### config.mk
export PLATFORM = sky130hd
export DESIGN_NAME = clipped_line_rasterizer_unit_flat
export DESIGN_NICKNAME = d
export VERILOG_FILES = /design/src/hw/rtl/clr_pkg.sv /design/src/hw/rtl/clr_ifs.sv /design/src/hw/rtl/clr_clipper.sv /design/src/hw/rtl/clr_queue.sv /design/src/hw/rtl/clr_stepper.sv /design/src/hw/rtl/clipped_line_rasterizer_unit.sv /design/src/flat_wrapper.sv
export SDC_FILE = /design/constraint.sdc
export NUM_CORES = 1
export LEC_CHECK = 0
export ABC_AREA = 1
export BUFFER_PORTS_ARGS = -buffer_cell sky130_fd_sc_hd__buf_2
export CORE_MARGIN = 2
export CORE_UTILIZATION = 35
export DETAILED_ROUTE_END_ITERATION = 7
export GPL_TIMING_DRIVEN = 0
export PLACE_DENSITY = 0.63
export SLEW_MARGIN = 10
export SYNTH_ARGS = -nofsm -noshare
export SYNTH_HDL_FRONTEND = slang
export SYNTH_SLANG_ARGS = --single-unit
export TNS_END_PERCENT = 10
### constraint.sdc
create_clock -name clk -period 5.4 [get_ports clk]
set_input_delay 0.27 -clock clk [delete_from_list [all_inputs] [get_ports clk]]
set_output_delay 0.27 -clock clk [all_outputs]
set_load 0.1 [all_outputs]
### src/hw/rtl/clr_pkg.sv
package clr_pkg;

	localparam int COORD_W = 17;
	localparam int DIFF_W  = 18;
	localparam int MAG_W   = 17;
	localparam int PROD_W  = 2 * MAG_W;
	localparam int PIX_W   = 6;
	localparam int SIDE_W  = 7;
	localparam int COLOR_W = 16;
	localparam int IN_W    = 16;
	localparam int ERR_W   = 8;

	localparam logic [3:0] EDGE_LEFT   = 4'b0001;
	localparam logic [3:0] EDGE_RIGHT  = 4'b0010;
	localparam logic [3:0] EDGE_TOP    = 4'b0100;
	localparam logic [3:0] EDGE_BOTTOM = 4'b1000;

	localparam logic [3:0] MAX_CROSSINGS = 4'd8;
	localparam logic [PIX_W-1:0] LAST_COUNT = 6'd63;

	typedef logic signed [COORD_W-1:0] coord_t;

	typedef enum logic {
		REG_WIDTH  = 1'b0,
		REG_HEIGHT = 1'b1
	} reg_idx_t;

	typedef struct packed {
		logic [PIX_W-1:0]   x0;
		logic [PIX_W-1:0]   y0;
		logic [PIX_W-1:0]   x1;
		logic [PIX_W-1:0]   y1;
		logic [COLOR_W-1:0] color;
	} seg_t;

	typedef struct packed {
		logic full;
		logic empty;
	} q_stat_t;

endpackage

### src/hw/rtl/clr_ifs.sv
interface clr_cmd_if;
	logic              valid;
	logic              ready;
	logic signed [15:0] start_x;
	logic signed [15:0] start_y;
	logic signed [15:0] end_x;
	logic signed [15:0] end_y;
	logic [15:0]        line_color;

	modport source (output valid, start_x, start_y, end_x, end_y, line_color, input ready);
	modport sink (input valid, start_x, start_y, end_x, end_y, line_color, output ready);
endinterface

interface clr_pix_if;
	logic        valid;
	logic        ready;
	logic [5:0]  pixel_x;
	logic [5:0]  pixel_y;
	logic [15:0] pixel_color;
	logic        final_pixel;

	modport source (output valid, pixel_x, pixel_y, pixel_color, final_pixel, input ready);
	modport sink (input valid, pixel_x, pixel_y, pixel_color, final_pixel, output ready);
endinterface

### src/hw/rtl/clr_clipper.sv
module clr_clipper
	import clr_pkg::*;
(
	input  logic              clk,
	input  logic              arst_n,
	clr_cmd_if.sink           cmd,
	input  logic [SIDE_W-1:0] canvas_w,
	input  logic [SIDE_W-1:0] canvas_h,
	input  q_stat_t           q_stat,
	output logic              push,
	output seg_t              push_seg
);

	typedef enum logic [5:0] {
		S_IDLE = 6'b000001,
		S_EVAL = 6'b000010,
		S_MUL  = 6'b000100,
		S_DIV  = 6'b001000,
		S_UPD  = 6'b010000,
		S_PUSH = 6'b100000
	} state_t;

	function automatic logic [3:0] region(input coord_t x, input coord_t y,
		input logic [PIX_W-1:0] mx, input logic [PIX_W-1:0] my);
		logic [3:0] c;
		c = 4'b0000;
		if (x < 0) c = c | EDGE_LEFT;
		else if (x > $signed({{(COORD_W-PIX_W){1'b0}}, mx})) c = c | EDGE_RIGHT;
		if (y < 0) c = c | EDGE_TOP;
		else if (y > $signed({{(COORD_W-PIX_W){1'b0}}, my})) c = c | EDGE_BOTTOM;
		return c;
	endfunction

	function automatic logic [MAG_W-1:0] magn(input logic signed [DIFF_W-1:0] v);
		logic signed [DIFF_W-1:0] a;
		a = v[DIFF_W-1] ? -v : v;
		return a[MAG_W-1:0];
	endfunction

	state_t             state_q;
	coord_t             x0_q, y0_q, x1_q, y1_q;
	logic [COLOR_W-1:0] color_q;
	logic [PIX_W-1:0]   mx_q, my_q;
	logic               zero_q;
	logic [3:0]         n_q;
	logic               side1_q;
	logic               calc_x_q;
	coord_t             base_q;
	coord_t             other_q;
	logic               neg_q;
	logic [PROD_W-1:0]  mcand_q;
	logic [MAG_W-1:0]   mb_q;
	logic [MAG_W-1:0]   md_q;
	logic [PROD_W-1:0]  prod_q;
	logic [MAG_W:0]     rem_q;
	logic [5:0]         cnt_q;

	logic [3:0]               c0, c1, c;
	logic signed [DIFF_W-1:0] dxs, dys, a_s, b_s, d_s;
	coord_t                   base_c, other_c;
	logic                     calc_x_c;
	logic [MAG_W:0]           rem_sh;
	logic [MAG_W:0]           rem_sub;
	logic signed [DIFF_W-1:0] q_s, val_s;
	coord_t                   val_c;

	always_comb begin
		c0 = region(x0_q, y0_q, mx_q, my_q);
		c1 = region(x1_q, y1_q, mx_q, my_q);
		c = (c0 != 4'b0000) ? c0 : c1;
		dxs = DIFF_W'(x1_q) - DIFF_W'(x0_q);
		dys = DIFF_W'(y1_q) - DIFF_W'(y0_q);
		priority if ((c & EDGE_TOP) != 4'b0000) begin
			a_s = dxs;
			b_s = -DIFF_W'(y0_q);
			d_s = dys;
			base_c = x0_q;
			other_c = '0;
			calc_x_c = 1'b1;
		end else if ((c & EDGE_BOTTOM) != 4'b0000) begin
			a_s = dxs;
			b_s = $signed({{(DIFF_W-PIX_W){1'b0}}, my_q}) - DIFF_W'(y0_q);
			d_s = dys;
			base_c = x0_q;
			other_c = $signed({{(COORD_W-PIX_W){1'b0}}, my_q});
			calc_x_c = 1'b1;
		end else if ((c & EDGE_RIGHT) != 4'b0000) begin
			a_s = dys;
			b_s = $signed({{(DIFF_W-PIX_W){1'b0}}, mx_q}) - DIFF_W'(x0_q);
			d_s = dxs;
			base_c = y0_q;
			other_c = $signed({{(COORD_W-PIX_W){1'b0}}, mx_q});
			calc_x_c = 1'b0;
		end else begin
			a_s = dys;
			b_s = -DIFF_W'(x0_q);
			d_s = dxs;
			base_c = y0_q;
			other_c = '0;
			calc_x_c = 1'b0;
		end
		rem_sh = {rem_q[MAG_W-1:0], prod_q[PROD_W-1]};
		rem_sub = rem_sh - {1'b0, md_q};
		q_s = $signed({1'b0, prod_q[MAG_W-1:0]});
		val_s = DIFF_W'(base_q) + (neg_q ? -q_s : q_s);
		val_c = val_s[COORD_W-1:0];
	end

	assign cmd.ready = (state_q == S_IDLE);
	assign push = (state_q == S_PUSH) && !q_stat.full;
	assign push_seg = '{x0: x0_q[PIX_W-1:0], y0: y0_q[PIX_W-1:0],
		x1: x1_q[PIX_W-1:0], y1: y1_q[PIX_W-1:0], color: color_q};

	always_ff @(posedge clk or negedge arst_n) begin
		if (!arst_n) begin
			state_q <= S_IDLE;
		end else begin
			unique case (state_q)
				S_IDLE: begin
					if (cmd.valid) state_q <= S_EVAL;
				end
				S_EVAL: begin
					priority if (zero_q) state_q <= S_IDLE;
					else if ((c0 | c1) == 4'b0000) state_q <= S_PUSH;
					else if ((c0 & c1) != 4'b0000) state_q <= S_IDLE;
					else if (n_q == MAX_CROSSINGS) state_q <= S_IDLE;
					else if (d_s == '0) state_q <= S_IDLE;
					else state_q <= S_MUL;
				end
				S_MUL: begin
					if (cnt_q == 6'(MAG_W - 1)) state_q <= S_DIV;
				end
				S_DIV: begin
					if (cnt_q == 6'(PROD_W - 1)) state_q <= S_UPD;
				end
				S_UPD: state_q <= S_EVAL;
				S_PUSH: begin
					if (!q_stat.full) state_q <= S_IDLE;
				end
				default: state_q <= S_IDLE;
			endcase
		end
	end

	always_ff @(posedge clk) begin
		unique case (state_q)
			S_IDLE: begin
				x0_q <= COORD_W'(cmd.start_x);
				y0_q <= COORD_W'(cmd.start_y);
				x1_q <= COORD_W'(cmd.end_x);
				y1_q <= COORD_W'(cmd.end_y);
				color_q <= cmd.line_color;
				zero_q <= (canvas_w == '0) || (canvas_h == '0);
				mx_q <= PIX_W'(canvas_w - SIDE_W'(1));
				my_q <= PIX_W'(canvas_h - SIDE_W'(1));
				n_q <= '0;
			end
			S_EVAL: begin
				side1_q <= (c0 == 4'b0000);
				calc_x_q <= calc_x_c;
				base_q <= base_c;
				other_q <= other_c;
				neg_q <= a_s[DIFF_W-1] ^ b_s[DIFF_W-1] ^ d_s[DIFF_W-1];
				mcand_q <= PROD_W'(magn(a_s));
				mb_q <= magn(b_s);
				md_q <= magn(d_s);
				prod_q <= '0;
				cnt_q <= '0;
			end
			S_MUL: begin
				if (mb_q[0]) prod_q <= prod_q + mcand_q;
				mcand_q <= mcand_q << 1;
				mb_q <= mb_q >> 1;
				rem_q <= '0;
				cnt_q <= (cnt_q == 6'(MAG_W - 1)) ? '0 : cnt_q + 6'd1;
			end
			S_DIV: begin
				if (!rem_sub[MAG_W]) begin
					rem_q <= rem_sub;
					prod_q <= {prod_q[PROD_W-2:0], 1'b1};
				end else begin
					rem_q <= rem_sh;
					prod_q <= {prod_q[PROD_W-2:0], 1'b0};
				end
				cnt_q <= cnt_q + 6'd1;
			end
			S_UPD: begin
				n_q <= n_q + 4'd1;
				if (side1_q) begin
					x1_q <= calc_x_q ? val_c : other_q;
					y1_q <= calc_x_q ? other_q : val_c;
				end else begin
					x0_q <= calc_x_q ? val_c : other_q;
					y0_q <= calc_x_q ? other_q : val_c;
				end
			end
			S_PUSH: begin
			end
			default: begin
			end
		endcase
	end

	assert property (@(posedge clk) disable iff (!arst_n)
		(state_q == S_MUL || state_q == S_DIV) |-> md_q != '0)
		else $error("Crossing divisor is zero during arithmetic.");

	assert property (@(posedge clk) disable iff (!arst_n)
		push |-> ((c0 | c1) == 4'b0000))
		else $error("Pushed segment is not inside the canvas.");

endmodule

### src/hw/rtl/clr_queue.sv
module clr_queue
	import clr_pkg::*;
(
	input  logic    clk,
	input  logic    arst_n,
	input  logic    push,
	input  seg_t    push_seg,
	input  logic    pop,
	output seg_t    head,
	output q_stat_t q_stat
);

	seg_t       mem_q [2];
	logic       wr_q;
	logic       rd_q;
	logic [1:0] cnt_q;

	assign head = mem_q[rd_q];
	assign q_stat.full = (cnt_q == 2'd2);
	assign q_stat.empty = (cnt_q == 2'd0);

	always_ff @(posedge clk or negedge arst_n) begin
		if (!arst_n) begin
			wr_q <= 1'b0;
			rd_q <= 1'b0;
			cnt_q <= '0;
		end else begin
			if (push) wr_q <= ~wr_q;
			if (pop) rd_q <= ~rd_q;
			cnt_q <= cnt_q + 2'(push) - 2'(pop);
		end
	end

	always_ff @(posedge clk) begin
		if (push) mem_q[wr_q] <= push_seg;
	end

	assert property (@(posedge clk) disable iff (!arst_n)
		!(push && q_stat.full) && !(pop && q_stat.empty))
		else $error("Queue overflow or underflow.");

endmodule

### src/hw/rtl/clr_stepper.sv
module clr_stepper
	import clr_pkg::*;
(
	input  logic    clk,
	input  logic    arst_n,
	input  seg_t    head,
	input  q_stat_t q_stat,
	output logic    pop,
	clr_pix_if.source pixel
);

	logic                    active_q;
	logic [PIX_W-1:0]        cx_q, cy_q, ex_q, ey_q;
	logic                    sx_neg_q, sy_neg_q;
	logic signed [ERR_W-1:0] dx_q, dy_q, err_q;
	logic [PIX_W-1:0]        count_q;
	logic [COLOR_W-1:0]      color_q;
	logic                    out_valid_q;
	logic [PIX_W-1:0]        out_x_q, out_y_q;
	logic [COLOR_W-1:0]      out_color_q;
	logic                    out_final_q;

	logic                    advance;
	logic                    last;
	logic signed [ERR_W:0]   e2, err_n;
	logic                    step_x, step_y;
	logic signed [ERR_W-1:0] hdx, hdy;

	always_comb begin
		advance = active_q && (!out_valid_q || pixel.ready);
		last = ((cx_q == ex_q) && (cy_q == ey_q)) || (count_q == LAST_COUNT);
		e2 = {err_q, 1'b0};
		step_x = (e2 >= (ERR_W+1)'(dy_q));
		step_y = (e2 <= (ERR_W+1)'(dx_q));
		err_n = (ERR_W+1)'(err_q) + (step_x ? (ERR_W+1)'(dy_q) : '0)
			+ (step_y ? (ERR_W+1)'(dx_q) : '0);
		hdx = (head.x1 >= head.x0) ? ERR_W'(head.x1 - head.x0) : ERR_W'(head.x0 - head.x1);
		hdy = (head.y1 >= head.y0) ? ERR_W'(head.y1 - head.y0) : ERR_W'(head.y0 - head.y1);
	end

	assign pop = !active_q && !q_stat.empty;

	assign pixel.valid = out_valid_q;
	assign pixel.pixel_x = out_x_q;
	assign pixel.pixel_y = out_y_q;
	assign pixel.pixel_color = out_color_q;
	assign pixel.final_pixel = out_final_q;

	always_ff @(posedge clk or negedge arst_n) begin
		if (!arst_n) begin
			active_q <= 1'b0;
			out_valid_q <= 1'b0;
		end else begin
			if (pop) active_q <= 1'b1;
			else if (advance && last) active_q <= 1'b0;
			if (advance) out_valid_q <= 1'b1;
			else if (pixel.ready) out_valid_q <= 1'b0;
		end
	end

	always_ff @(posedge clk) begin
		if (pop) begin
			cx_q <= head.x0;
			cy_q <= head.y0;
			ex_q <= head.x1;
			ey_q <= head.y1;
			sx_neg_q <= !(head.x0 < head.x1);
			sy_neg_q <= !(head.y0 < head.y1);
			dx_q <= hdx;
			dy_q <= -hdy;
			err_q <= hdx - hdy;
			count_q <= '0;
			color_q <= head.color;
		end else if (advance) begin
			out_x_q <= cx_q;
			out_y_q <= cy_q;
			out_color_q <= color_q;
			out_final_q <= last;
			count_q <= count_q + PIX_W'(1);
			err_q <= err_n[ERR_W-1:0];
			if (step_x) cx_q <= sx_neg_q ? cx_q - PIX_W'(1) : cx_q + PIX_W'(1);
			if (step_y) cy_q <= sy_neg_q ? cy_q - PIX_W'(1) : cy_q + PIX_W'(1);
		end
	end

	assert property (@(posedge clk) disable iff (!arst_n)
		(out_valid_q && !pixel.ready) |=> (out_valid_q && $stable(out_x_q)
			&& $stable(out_y_q) && $stable(out_final_q)))
		else $error("Pixel beat changed while stalled.");

	assert property (@(posedge clk) disable iff (!arst_n)
		(advance && last) |=> !active_q)
		else $error("Stepper did not stop on the last pixel.");

endmodule

### src/hw/rtl/clipped_line_rasterizer_unit.sv
// Port      Dir  Role
// cmd       in   line command beat: two endpoints and a color
// pixel     out  pixel beat: column, row, color, last-pixel mark
// psel..    in   APB register port: canvas_width at 0, canvas_height at 4
//
// The clipper takes one command at a time: each crossing takes 17 multiply
// steps, 34 divide steps, one update and one evaluation, at most eight
// crossings. The stepper emits one pixel per cycle while the pixel port is
// ready, after loading each segment, fed through a two-entry segment queue.
// Reset is asynchronous and needs no clearing pass. A stalled pixel port only
// stops the stepper; the clipper keeps working until the queue is full.
module clipped_line_rasterizer_unit
	import clr_pkg::*;
#(
	parameter int MAX_SIDE = 64
) (
	input  logic        clk,
	input  logic        arst_n,
	clr_cmd_if.sink     cmd,
	clr_pix_if.source   pixel,
	input  logic        psel,
	input  logic        penable,
	input  logic        pwrite,
	input  logic [2:0]  paddr,
	input  logic [31:0] pwdata,
	output logic [31:0] prdata,
	output logic        pready
);

	logic [SIDE_W-1:0] width_q, height_q;
	logic [SIDE_W-1:0] canvas_w, canvas_h;
	logic              push, pop;
	seg_t              push_seg, head;
	q_stat_t           q_stat;
	reg_idx_t          idx;

	assign idx = reg_idx_t'(paddr[2]);
	assign pready = 1'b1;
	assign canvas_w = (width_q > SIDE_W'(MAX_SIDE)) ? SIDE_W'(MAX_SIDE) : width_q;
	assign canvas_h = (height_q > SIDE_W'(MAX_SIDE)) ? SIDE_W'(MAX_SIDE) : height_q;

	always_comb begin
		unique case (idx)
			REG_WIDTH:  prdata = {{(32-SIDE_W){1'b0}}, width_q};
			REG_HEIGHT: prdata = {{(32-SIDE_W){1'b0}}, height_q};
			default:    prdata = '0;
		endcase
	end

	always_ff @(posedge clk or negedge arst_n) begin
		if (!arst_n) begin
			width_q <= SIDE_W'(64);
			height_q <= SIDE_W'(64);
		end else if (psel && penable && pwrite && pready) begin
			unique case (idx)
				REG_WIDTH:  width_q <= pwdata[SIDE_W-1:0];
				REG_HEIGHT: height_q <= pwdata[SIDE_W-1:0];
				default: begin
				end
			endcase
		end
	end

	clr_clipper u_clipper (
		.clk      (clk),
		.arst_n   (arst_n),
		.cmd      (cmd),
		.canvas_w (canvas_w),
		.canvas_h (canvas_h),
		.q_stat   (q_stat),
		.push     (push),
		.push_seg (push_seg)
	);

	clr_queue u_queue (
		.clk      (clk),
		.arst_n   (arst_n),
		.push     (push),
		.push_seg (push_seg),
		.pop      (pop),
		.head     (head),
		.q_stat   (q_stat)
	);

	clr_stepper u_stepper (
		.clk    (clk),
		.arst_n (arst_n),
		.head   (head),
		.q_stat (q_stat),
		.pop    (pop),
		.pixel  (pixel)
	);

endmodule
### src/flat_wrapper.sv
// flat-port wrapper written by rule: the top's interface ports become plain ports
module clipped_line_rasterizer_unit_flat import clr_pkg::*;
#(
	parameter int MAX_SIDE = 64
)
  (clk, arst_n, psel, penable, pwrite, paddr, pwdata, prdata, pready, cmd_valid, cmd_start_x, cmd_start_y, cmd_end_x, cmd_end_y, cmd_line_color, cmd_ready, pixel_valid, pixel_pixel_x, pixel_pixel_y, pixel_pixel_color, pixel_final_pixel, pixel_ready);
  clr_cmd_if cmd_i ();
  clr_pix_if pixel_i ();
  input  logic clk;
  input  logic arst_n;
  input  logic psel;
  input  logic penable;
  input  logic pwrite;
  input  logic [2:0] paddr;
  input  logic [31:0] pwdata;
  output logic [31:0] prdata;
  output logic pready;
  input wire logic [$bits(cmd_i.valid)-1:0] cmd_valid;
  input wire logic [$bits(cmd_i.start_x)-1:0] cmd_start_x;
  input wire logic [$bits(cmd_i.start_y)-1:0] cmd_start_y;
  input wire logic [$bits(cmd_i.end_x)-1:0] cmd_end_x;
  input wire logic [$bits(cmd_i.end_y)-1:0] cmd_end_y;
  input wire logic [$bits(cmd_i.line_color)-1:0] cmd_line_color;
  output wire logic [$bits(cmd_i.ready)-1:0] cmd_ready;
  output wire logic [$bits(pixel_i.valid)-1:0] pixel_valid;
  output wire logic [$bits(pixel_i.pixel_x)-1:0] pixel_pixel_x;
  output wire logic [$bits(pixel_i.pixel_y)-1:0] pixel_pixel_y;
  output wire logic [$bits(pixel_i.pixel_color)-1:0] pixel_pixel_color;
  output wire logic [$bits(pixel_i.final_pixel)-1:0] pixel_final_pixel;
  input wire logic [$bits(pixel_i.ready)-1:0] pixel_ready;
  assign cmd_i.valid = cmd_valid;
  assign cmd_i.start_x = cmd_start_x;
  assign cmd_i.start_y = cmd_start_y;
  assign cmd_i.end_x = cmd_end_x;
  assign cmd_i.end_y = cmd_end_y;
  assign cmd_i.line_color = cmd_line_color;
  assign cmd_ready = cmd_i.ready;
  assign pixel_valid = pixel_i.valid;
  assign pixel_pixel_x = pixel_i.pixel_x;
  assign pixel_pixel_y = pixel_i.pixel_y;
  assign pixel_pixel_color = pixel_i.pixel_color;
  assign pixel_final_pixel = pixel_i.final_pixel;
  assign pixel_i.ready = pixel_ready;
  clipped_line_rasterizer_unit #(.MAX_SIDE(MAX_SIDE)) u_core (.clk(clk), .arst_n(arst_n), .cmd(cmd_i), .pixel(pixel_i), .psel(psel), .penable(penable), .pwrite(pwrite), .paddr(paddr), .pwdata(pwdata), .prdata(prdata), .pready(pready));
endmodule
==> key figures, run 1 <==
Floorplan
  – Io pins: 186
  – Row Count: 108
  – Core region area: 86500 um2
  – Die width: 299 um
  – Initial core utilization: 35.3%
  – Die ar.: 89500 um2
  – DIE HEIGHT: 299 um

Route
  – Wire length per cell: between 15 and 20 um
  – Met3 Wirelength: roughly 6100 um
  – DR pass1 iterations: 7
  – Residual DRC count: 0
  – Starting DRT DRC Count: 2042
  – Post-DRT Antenna Nets: 0
  – Top routing layer in use: met4
  – Drt total wl: slightly below 90000 um
  – Met1 wire length: 39800 um
  – Wire length on met2: 39500 um
  – Post-DR vias/cell: 4.97
  – Routed via count: 25043

Global routing
  – Initial antenna violation count: 0
  – Total gr overflow: 0
  – Tot GR Track Use: between 10% and 20%
  – Vias in the first global route: ~24000
  – Largest net degree at the start of global routing: 56
  – First-pass GRT wire length: roughly 140000 um

Logic synthesis
  – Top FF cell, synth: edfxtp_1
  – Yosys cell types: a little over 70
  – Average size of a mapped cell: 8.62 um2
  – Synthesized instance count: about 3500
  – Number of synthesized register bits: 458
  – Post-synthesis sequential area ratio: 44.5%
  – Yosys warns: 0
  – Post-synth ARST share: 5.68%
  – EDFF count, synth: 426
  – Mapped Area: 30500 um2

Worst hold path
  – Worst Hold Class: primary input to flip-flop

Power and ir drop
  – PD cells: 700 nW/um2
  – Leak: 15.6 nW
  – Max VDD drop: between 0.3 and 0.4 mV

Clocking
  – H-tree depth: 2
  – Clk pin slew, worst setup/hold paths: roughly 0.06 ns
  – Largest buffer count on any clock path: 3
  – Setup bufs post-CTS: 0
  – TritonCTS clock tree: yes
  – Clock Sinks: 458
  – Clock latency on the worst-skew pair: about 0.65 ns
  – Clock root cell: clkbuf_16
  – CTS Buf Count: 54

STA
  – Setup violations, final: 0
  – Final Cycle Share: 90.8%
  – Slew @ Worst Pin: 1.16 ns
  – Fmax: between 200 and 250 MHz
  – Hold_ws: 0.0142 ns
  – Max_slew headroom: a little over a fifth
  – Setup Skew: 0.0523 ns
  – RSZ-0062 raised after global routing: no
  – Final hold vios: 0
  – Max-slew violations: 0
  – Setup WS post-layout: 0.495 ns
  – Tmin final: 4.91 ns

Setup path
  – Most common cell on crit path: o21ai_0
  – Critical-path cell list: clkbuf_1 > clkbuf_2 > o21ai_0 > inv_1 > ha_1 > a21oi_1 > o21ai_0 > nand2_1 > nand3_1 > mux2_2 > xnor2_2 > ha_1 > nand2_1 > nor2_1 > a211oi_1 > inv_1 > a21oi_1 > inv_1 > a21oi_1 > or2_2 > nand4_1 > o21ai_0 > nand2_1 > o21ai_0
  – CP startpoint kind: flip-flop
  – Delay-heaviest family, CP: compound AO/OA/AOI/OAI gates
  – Crit Path Category: flip-flop to flip-flop
  – Critical path data arrival time: 5.39 ns
  – Buf/Inv on CP: 5
  – Crit-path slowest cell: o21ai_0
  – Largest stage delay, worst path: roughly 0.52 ns
  – Setup crit end kind: flip-flop
  – CP Data Required Time: approximately 6 ns
  – Worst-path fanout max: 10

Finish
  – Most frequent cells in the layout: nand2_1 (883), edfxtp_1 (426), inv_1 (425)
  – Antenna diodes: 0
  – Layout cells sized above 1: 10.6%
  – Layout Nets: 4192
  – Most common cell after layout, fill and taps aside: nand2_1
  – Area grow syn2layout: 16.7%

Placed design
  – RD Place Congestion: 0.966
  – Port bufs: roughly 130
  – Worst slack, placed: approximately 0.099 ns
  – Dpl hpwl: 69000 um

Outcome
  – Status: finished clean

Flow run
  – Total of max-cap violations: 0
==> worst paths after layout <==
path                                                   from                               endpoint  slack [ns]  depth (start not counted)
min in group asynchronous                            arst_n                      u_core.width_q[1]        0.24                          2
worst max-delay path                    u_core.u_queue.rd_q              u_core.u_stepper.err_q[7]        0.49                         24
worst min register to register  u_core.u_stepper.color_q[0]  u_core.u_stepper.pixel.pixel_color[0]        0.42                          0
max in group asynchronous                            arst_n            u_core.u_clipper.state_q[3]        4.62                          2
worst max register to register          u_core.u_queue.rd_q              u_core.u_stepper.err_q[7]        0.49                         24
worst min-delay path                           cmd_end_y[0]               u_core.u_clipper.y1_q[0]        0.01                          3
==> layer usage <==
metal | vias to the layer above | global-route usage (%)
li1 | 12446 | -
met3 | 132 | 3.41
met1 | 11684 | 26.6
met5 | - | 0
met2 | 781 | 31.3
met4 | 0 | 6.33
==> registers in the layout (all words and copies together), names as in the netlist, 7 cells and up <==
name and flops:
u_core.height_q 7, u_core.u_clipper.base_q 17, u_core.u_clipper.color_q 16, u_core.u_clipper.mb_q 17
u_core.u_clipper.mcand_q 34, u_core.u_clipper.md_q 17, u_core.u_clipper.prod_q 34, u_core.u_clipper.rem_q 17
u_core.u_clipper.x0_q 17, u_core.u_clipper.x1_q 17, u_core.u_clipper.y0_q 17, u_core.u_clipper.y1_q 17
u_core.u_queue.mem_q 80, u_core.u_stepper.color_q 16, u_core.u_stepper.dx_q 7, u_core.u_stepper.dy_q 8
u_core.u_stepper.err_q 8, u_core.u_stepper.pixel.pixel_color 16, u_core.width_q 7
==> cells by family after synthesis <==
family                   after synthesis  share of synthesized area [%]
AO/OA/AOI/OAI                        580                           10.9
XOR/XNOR                             206                           5.92
adder cells (fa/ha/maj)              230                           9.98
buffers and inverters                550                           7.38
flip-flops                           458                           44.5
multiplexers                           3                          0.107
other                                  2                         0.0246
AND/OR/NAND/NOR                     1506                           21.2
==> synthesized netlist by cell type (7+ instances only) <==
master,number,area (um2)
a211oi_1,11,82.6
a21o_1,11,82.6
a21oi_1,185,926
a22oi_1,10,75.1
a31oi_1,21,131
buf_2,14,70.1
buf_4,28,210
clkbuf_1,48,180
clkinv_1,7,26.3
dfrtp_1,23,576
edfxtp_1,426,12800
fa_1,22,440
ha_1,208,2600
inv_1,428,1610
inv_2,13,48.8
nand2_1,884,3320
nand2_2,16,100
nand3_1,176,881
nand3b_1,7,52.6
nand4_1,41,257
nor2_1,266,998
nor2_2,9,56.3
nor2_4,9,101
nor3_1,28,140
nor4_1,10,62.6
o21a_1,10,75.1
o21ai_0,221,1110
o21ai_1,35,175
o21ai_2,14,123
o21bai_1,11,82.6
o22ai_1,8,50.1
o31ai_1,7,52.6
o32ai_1,11,96.3
or2_2,31,194
xnor2_1,64,561
xor2_1,142,1240
==> metrics by stage <==
stage	util, %	power, mW	std cells	TNS, ns	area [um2]
2_1_floorplan	-	16.8	3559	0	30600
3_3_place_gp	37.8	20.6	4846	-36.88	32700
3_5_place_dp	38.1	20.9	4855	0	32900
4_1_cts	41.1	24.8	5042	0	35600
5_1_grt	41.1	26.9	5040	0	35600
6_report	41.1	24.9	5040	0	35600
==> area by class of cell <==
class,instances,area (um2)
clock buffer,65,1410
inverter,449,1690
sequential,458,13600
timing repair buffer,227,1690
tap,1155,1450
buffer,99,563
fill,8613,50900
multi-input combinational,2551,14800
clock inverter,36,394
==> worst reg2reg max path, delay by kind of cell (launching register included) <==
kind                       cells  cell delay [ns]
DFF                            1             0.44
xor gates and xnor gates       1             0.25
muxes                          1             0.40
and+or+nand+nor                7             0.78
AOI/OAI and AO/OA              8             1.40
adders and majority gates      2             0.58
buffers and inverters          5             0.90
==> what timing repair did <==
item / 4_1_cts / 5_1_grt
resized for setup: 0 / 10
endpoints found under the setup margin: 0 / 3
endpoints found under the hold margin: 118 / 0
hold buffers: 86 / 0
==> where the power goes <==
group	total, mW	internal [mW]	leakage (nW)	switching, mW
clock network	3.69	2.12	0.871	1.57
logic	14.9	4.94	10.5	9.96
registers	6.30	5.54	4.31	0.764
total	24.9	12.6	15.6	12.3
Note: power is estimated with default switching activity, not from simulation.
==> inputs of run 2 (changes only) <==
--- a/config.mk
+++ b/config.mk
@@ -10,4 +10,5 @@
 export CORE_MARGIN = 2
 export CORE_UTILIZATION = 35
+export CTS_CLUSTER_SIZE = 12
 export DETAILED_ROUTE_END_ITERATION = 7
 export GPL_TIMING_DRIVEN = 0
==> constraint.sdc (replaced) <==
create_clock -name clk -period 5.4 [get_ports clk]
set_input_delay 0.27 -clock clk [delete_from_list [all_inputs] [get_ports clk]]
set_output_delay 0.27 -clock clk [all_outputs]
set_load 0.005 [all_outputs]
==> run 2 against run 1 <==
Effect of this change: core utilization fell by 0.14 points; critical path type unchanged; die area did not move; via count hardly changed; worst setup slack better by 0.022 ns; clock power is 2% lower; combinational power is 3% lower; final area fell by 0.35%; clock-buffer cell count rose by 1.
==> key figures, run 2 (same netlist as run 1, synthesis figures left out) <==
Outcome
  – Status: finished clean

STA
  – Setup TNS: 0 ns (unchanged)
  – Final hold vios: 0 (unchanged)
  – Setup WS post-layout: 0.516 ns (+0.0216 ns)
  – Setup violations, final: 0 (unchanged)
  – Max_slew headroom: 24.2% (+2.3 points)
  – Final Cycle Share: 90.4% (-0.40 points)
  – Fmax: 205 MHz (+0.44%)
  – Tmin final: 4.88 ns (-0.0216 ns)
  – RSZ-0062 raised after global routing: no
  – Max-slew violations: 0 (unchanged)
  – Setup Skew: 0.0436 ns (-0.00875 ns)
  – Hold_ws: 0.0273 ns (+0.0131 ns)
  – Slew @ Worst Pin: 1.14 ns (-0.0236 ns)

Finish
  – Most frequent cells in the layout: nand2_1 (883), edfxtp_1 (426), inv_1 (425)
  – Most common cell after layout, fill and taps aside: nand2_1
  – Fin area: 35500 um2 (-0.35%)
  – Antenna diodes: 0 (unchanged)
  – Fillcell total: 8550 (-0.73%)
  – Area grow syn2layout: 16.3%
  – Largest regs: u_core.u_queue.mem_q: 80 flops, u_core.u_clipper.mcand_q: 34 flops, u_core.u_clipper.prod_q: 34 flops
  – Biggest register: u_core.u_queue.mem_q
  – Final core utilization: 41.0% (-0.14 points)
  – Layout cells sized above 1: 10.5% (-0.096 points)
  – Layout Nets: 4185 (-0.17%)
  – Fin cells: 5028 (-0.24%)
  – Max FFs per register: 80 (unchanged)

Clocking
  – H-tree depth: 2 (unchanged)
  – Clock Sinks: 458 (unchanged)
  – Clock latency on the worst-skew pair: 0.64 ns (about the same)
  – TritonCTS clock tree: yes
  – Largest buffer count on any clock path: 3 (unchanged)
  – Clock root cell: clkbuf_16
  – CTS Buf Count: 53 (-1.9%)
  – Clk pin slew, worst setup/hold paths: 0.06 ns (about the same)

Floorplan
  – Initial core utilization: 35.3% (unchanged)
  – DIE HEIGHT: 299 um (unchanged)
  – Core region area: 86500 um2 (unchanged)
  – Row Count: 108 (unchanged)
  – Io pins: 186 (unchanged)
  – Die ar.: 89500 um2 (unchanged)
  – Die width: 299 um (unchanged)

Placed design
  – Area post-placement: 32900 um2 (unchanged)
  – Worst slack, placed: 0.105 ns (+0.00647 ns)
  – Dpl hpwl: 68700 um (-0.45%)
  – RD Place Congestion: 0.981 (+1.5%)
  – Port bufs: 132 (unchanged)
  – Post-placement cell count: 4855 (unchanged)

Global routing
  – Tot GR Track Use: 19.2% (-0.26 points)
  – First-pass GRT wire length: 134000 um (-1.0%)
  – Largest net degree at the start of global routing: 56 (unchanged)
  – Vias in the first global route: 23928 (-0.83%)
  – Initial antenna violation count: 3 (+3)
  – Total gr overflow: 0 (unchanged)

Setup path
  – Worst-path fanout max: 10 (unchanged)
  – CP Data Required Time: 5.88 ns (about the same)
  – Critical path data arrival time: 5.36 ns (-0.03 ns)
  – CP startpoint kind: flip-flop
  – Crit Path Category: flip-flop to flip-flop
  – Setup crit end kind: flip-flop

Power and ir drop
  – PD cells: 686 nW/um2 (-2.0%)
  – Leak: 15.6 nW (-0.33%)
  – Max VDD drop: 0.281 mV (-11%)
  – Overall Power: 24.3 mW (-2.3%)

Route
  – Wire length per cell: 17.4 um (-0.69%)
  – DR pass1 iterations: 6 (-1)
  – Routed via count: 25037 (-0.024%)
  – Starting DRT DRC Count: 2042 (unchanged)
  – Residual DRC count: 0 (unchanged)
  – Post-DR vias/cell: 4.98 (+0.21%)
  – Post-DRT Antenna Nets: 0 (unchanged)
  – Drt total wl: 87500 um (-0.92%)

Worst hold path
  – Worst Hold Class: primary input to flip-flop

Flow run
  – Total of max-cap violations: 0 (unchanged)
## run 2: what timing repair did
action,CTS,global route
endpoints found under the setup margin,0,4
gates resized for setup,0,10
hold buffers,80,0
hold endpoints to repair,112,0
setup buffers,0,0
## run 2: routing by layer
metal,vias up,global-route usage (%),part of all wire [%]
met5,-,0,0
li1,12405,-,-
met4,0,7.00,3.7
met2,807,30.9,45
met3,149,2.41,6.4
met1,11676,26.6,45
## run 2: path summary, 6_finish.rpt
check,cells after the start,slack (ns),endpoint,start
max in group asynchronous,2,4.63,u_core.u_clipper.state_q[5],arst_n
hold reg to reg,0,0.42,u_core.u_stepper.pixel.pixel_color[2],u_core.u_stepper.color_q[2]
setup / recovery,25,0.52,u_core.u_stepper.err_q[7],u_core.u_queue.rd_q
hold / removal,3,0.03,u_core.u_clipper.y0_q[1],cmd_start_y[1]
setup reg to reg,25,0.52,u_core.u_stepper.err_q[7],u_core.u_queue.rd_q
min in group asynchronous,2,0.24,u_core.width_q[1],arst_n
## run 2: worst max-delay path, cell delays in order (launching register included)
cell	delay, ns
dfrtp_1	0.43
inv_1	0.10
clkbuf_1	0.22
or2_2	0.32
o21ai_0	0.19
inv_1	0.09
ha_1	0.46
nand2_1	0.11
o21ai_0	0.26
nand2_1	0.12
nand3_1	0.27
mux2_2	0.40
xnor2_2	0.23
ha_1	0.33
nand2_1	0.09
nor2_1	0.04
a211oi_1	0.17
inv_1	0.11
a21oi_1	0.14
inv_1	0.06
a21oi_1	0.15
or2_2	0.14
nand4_1	0.06
o21ai_0	0.10
nand2_1	0.07
o21ai_0	0.08
## run 2: layout make-up
class / instances / area, um2 / area share [%]
flip-flops and latches: 458 / 13600 / 38.3
well taps: 1155 / 1450 / 4.08
repair buffers: 221 / 1630 / 4.61
clock inverters: 29 / 348 / 0.981
multi-input cells: 2551 / 14800 / 41.8
plain buffers: 99 / 563 / 1.59
clock buffers: 66 / 1400 / 3.93
inverters: 449 / 1690 / 4.76
## run 2: power by group
group / leakage [nW] / total (mW) / internal, mW / switching, mW
clock: 0.846 / 3.63 / 2.09 / 1.54
combinational: 10.4 / 14.4 / 4.94 / 9.45
sequential: 4.31 / 6.30 / 5.54 / 0.765
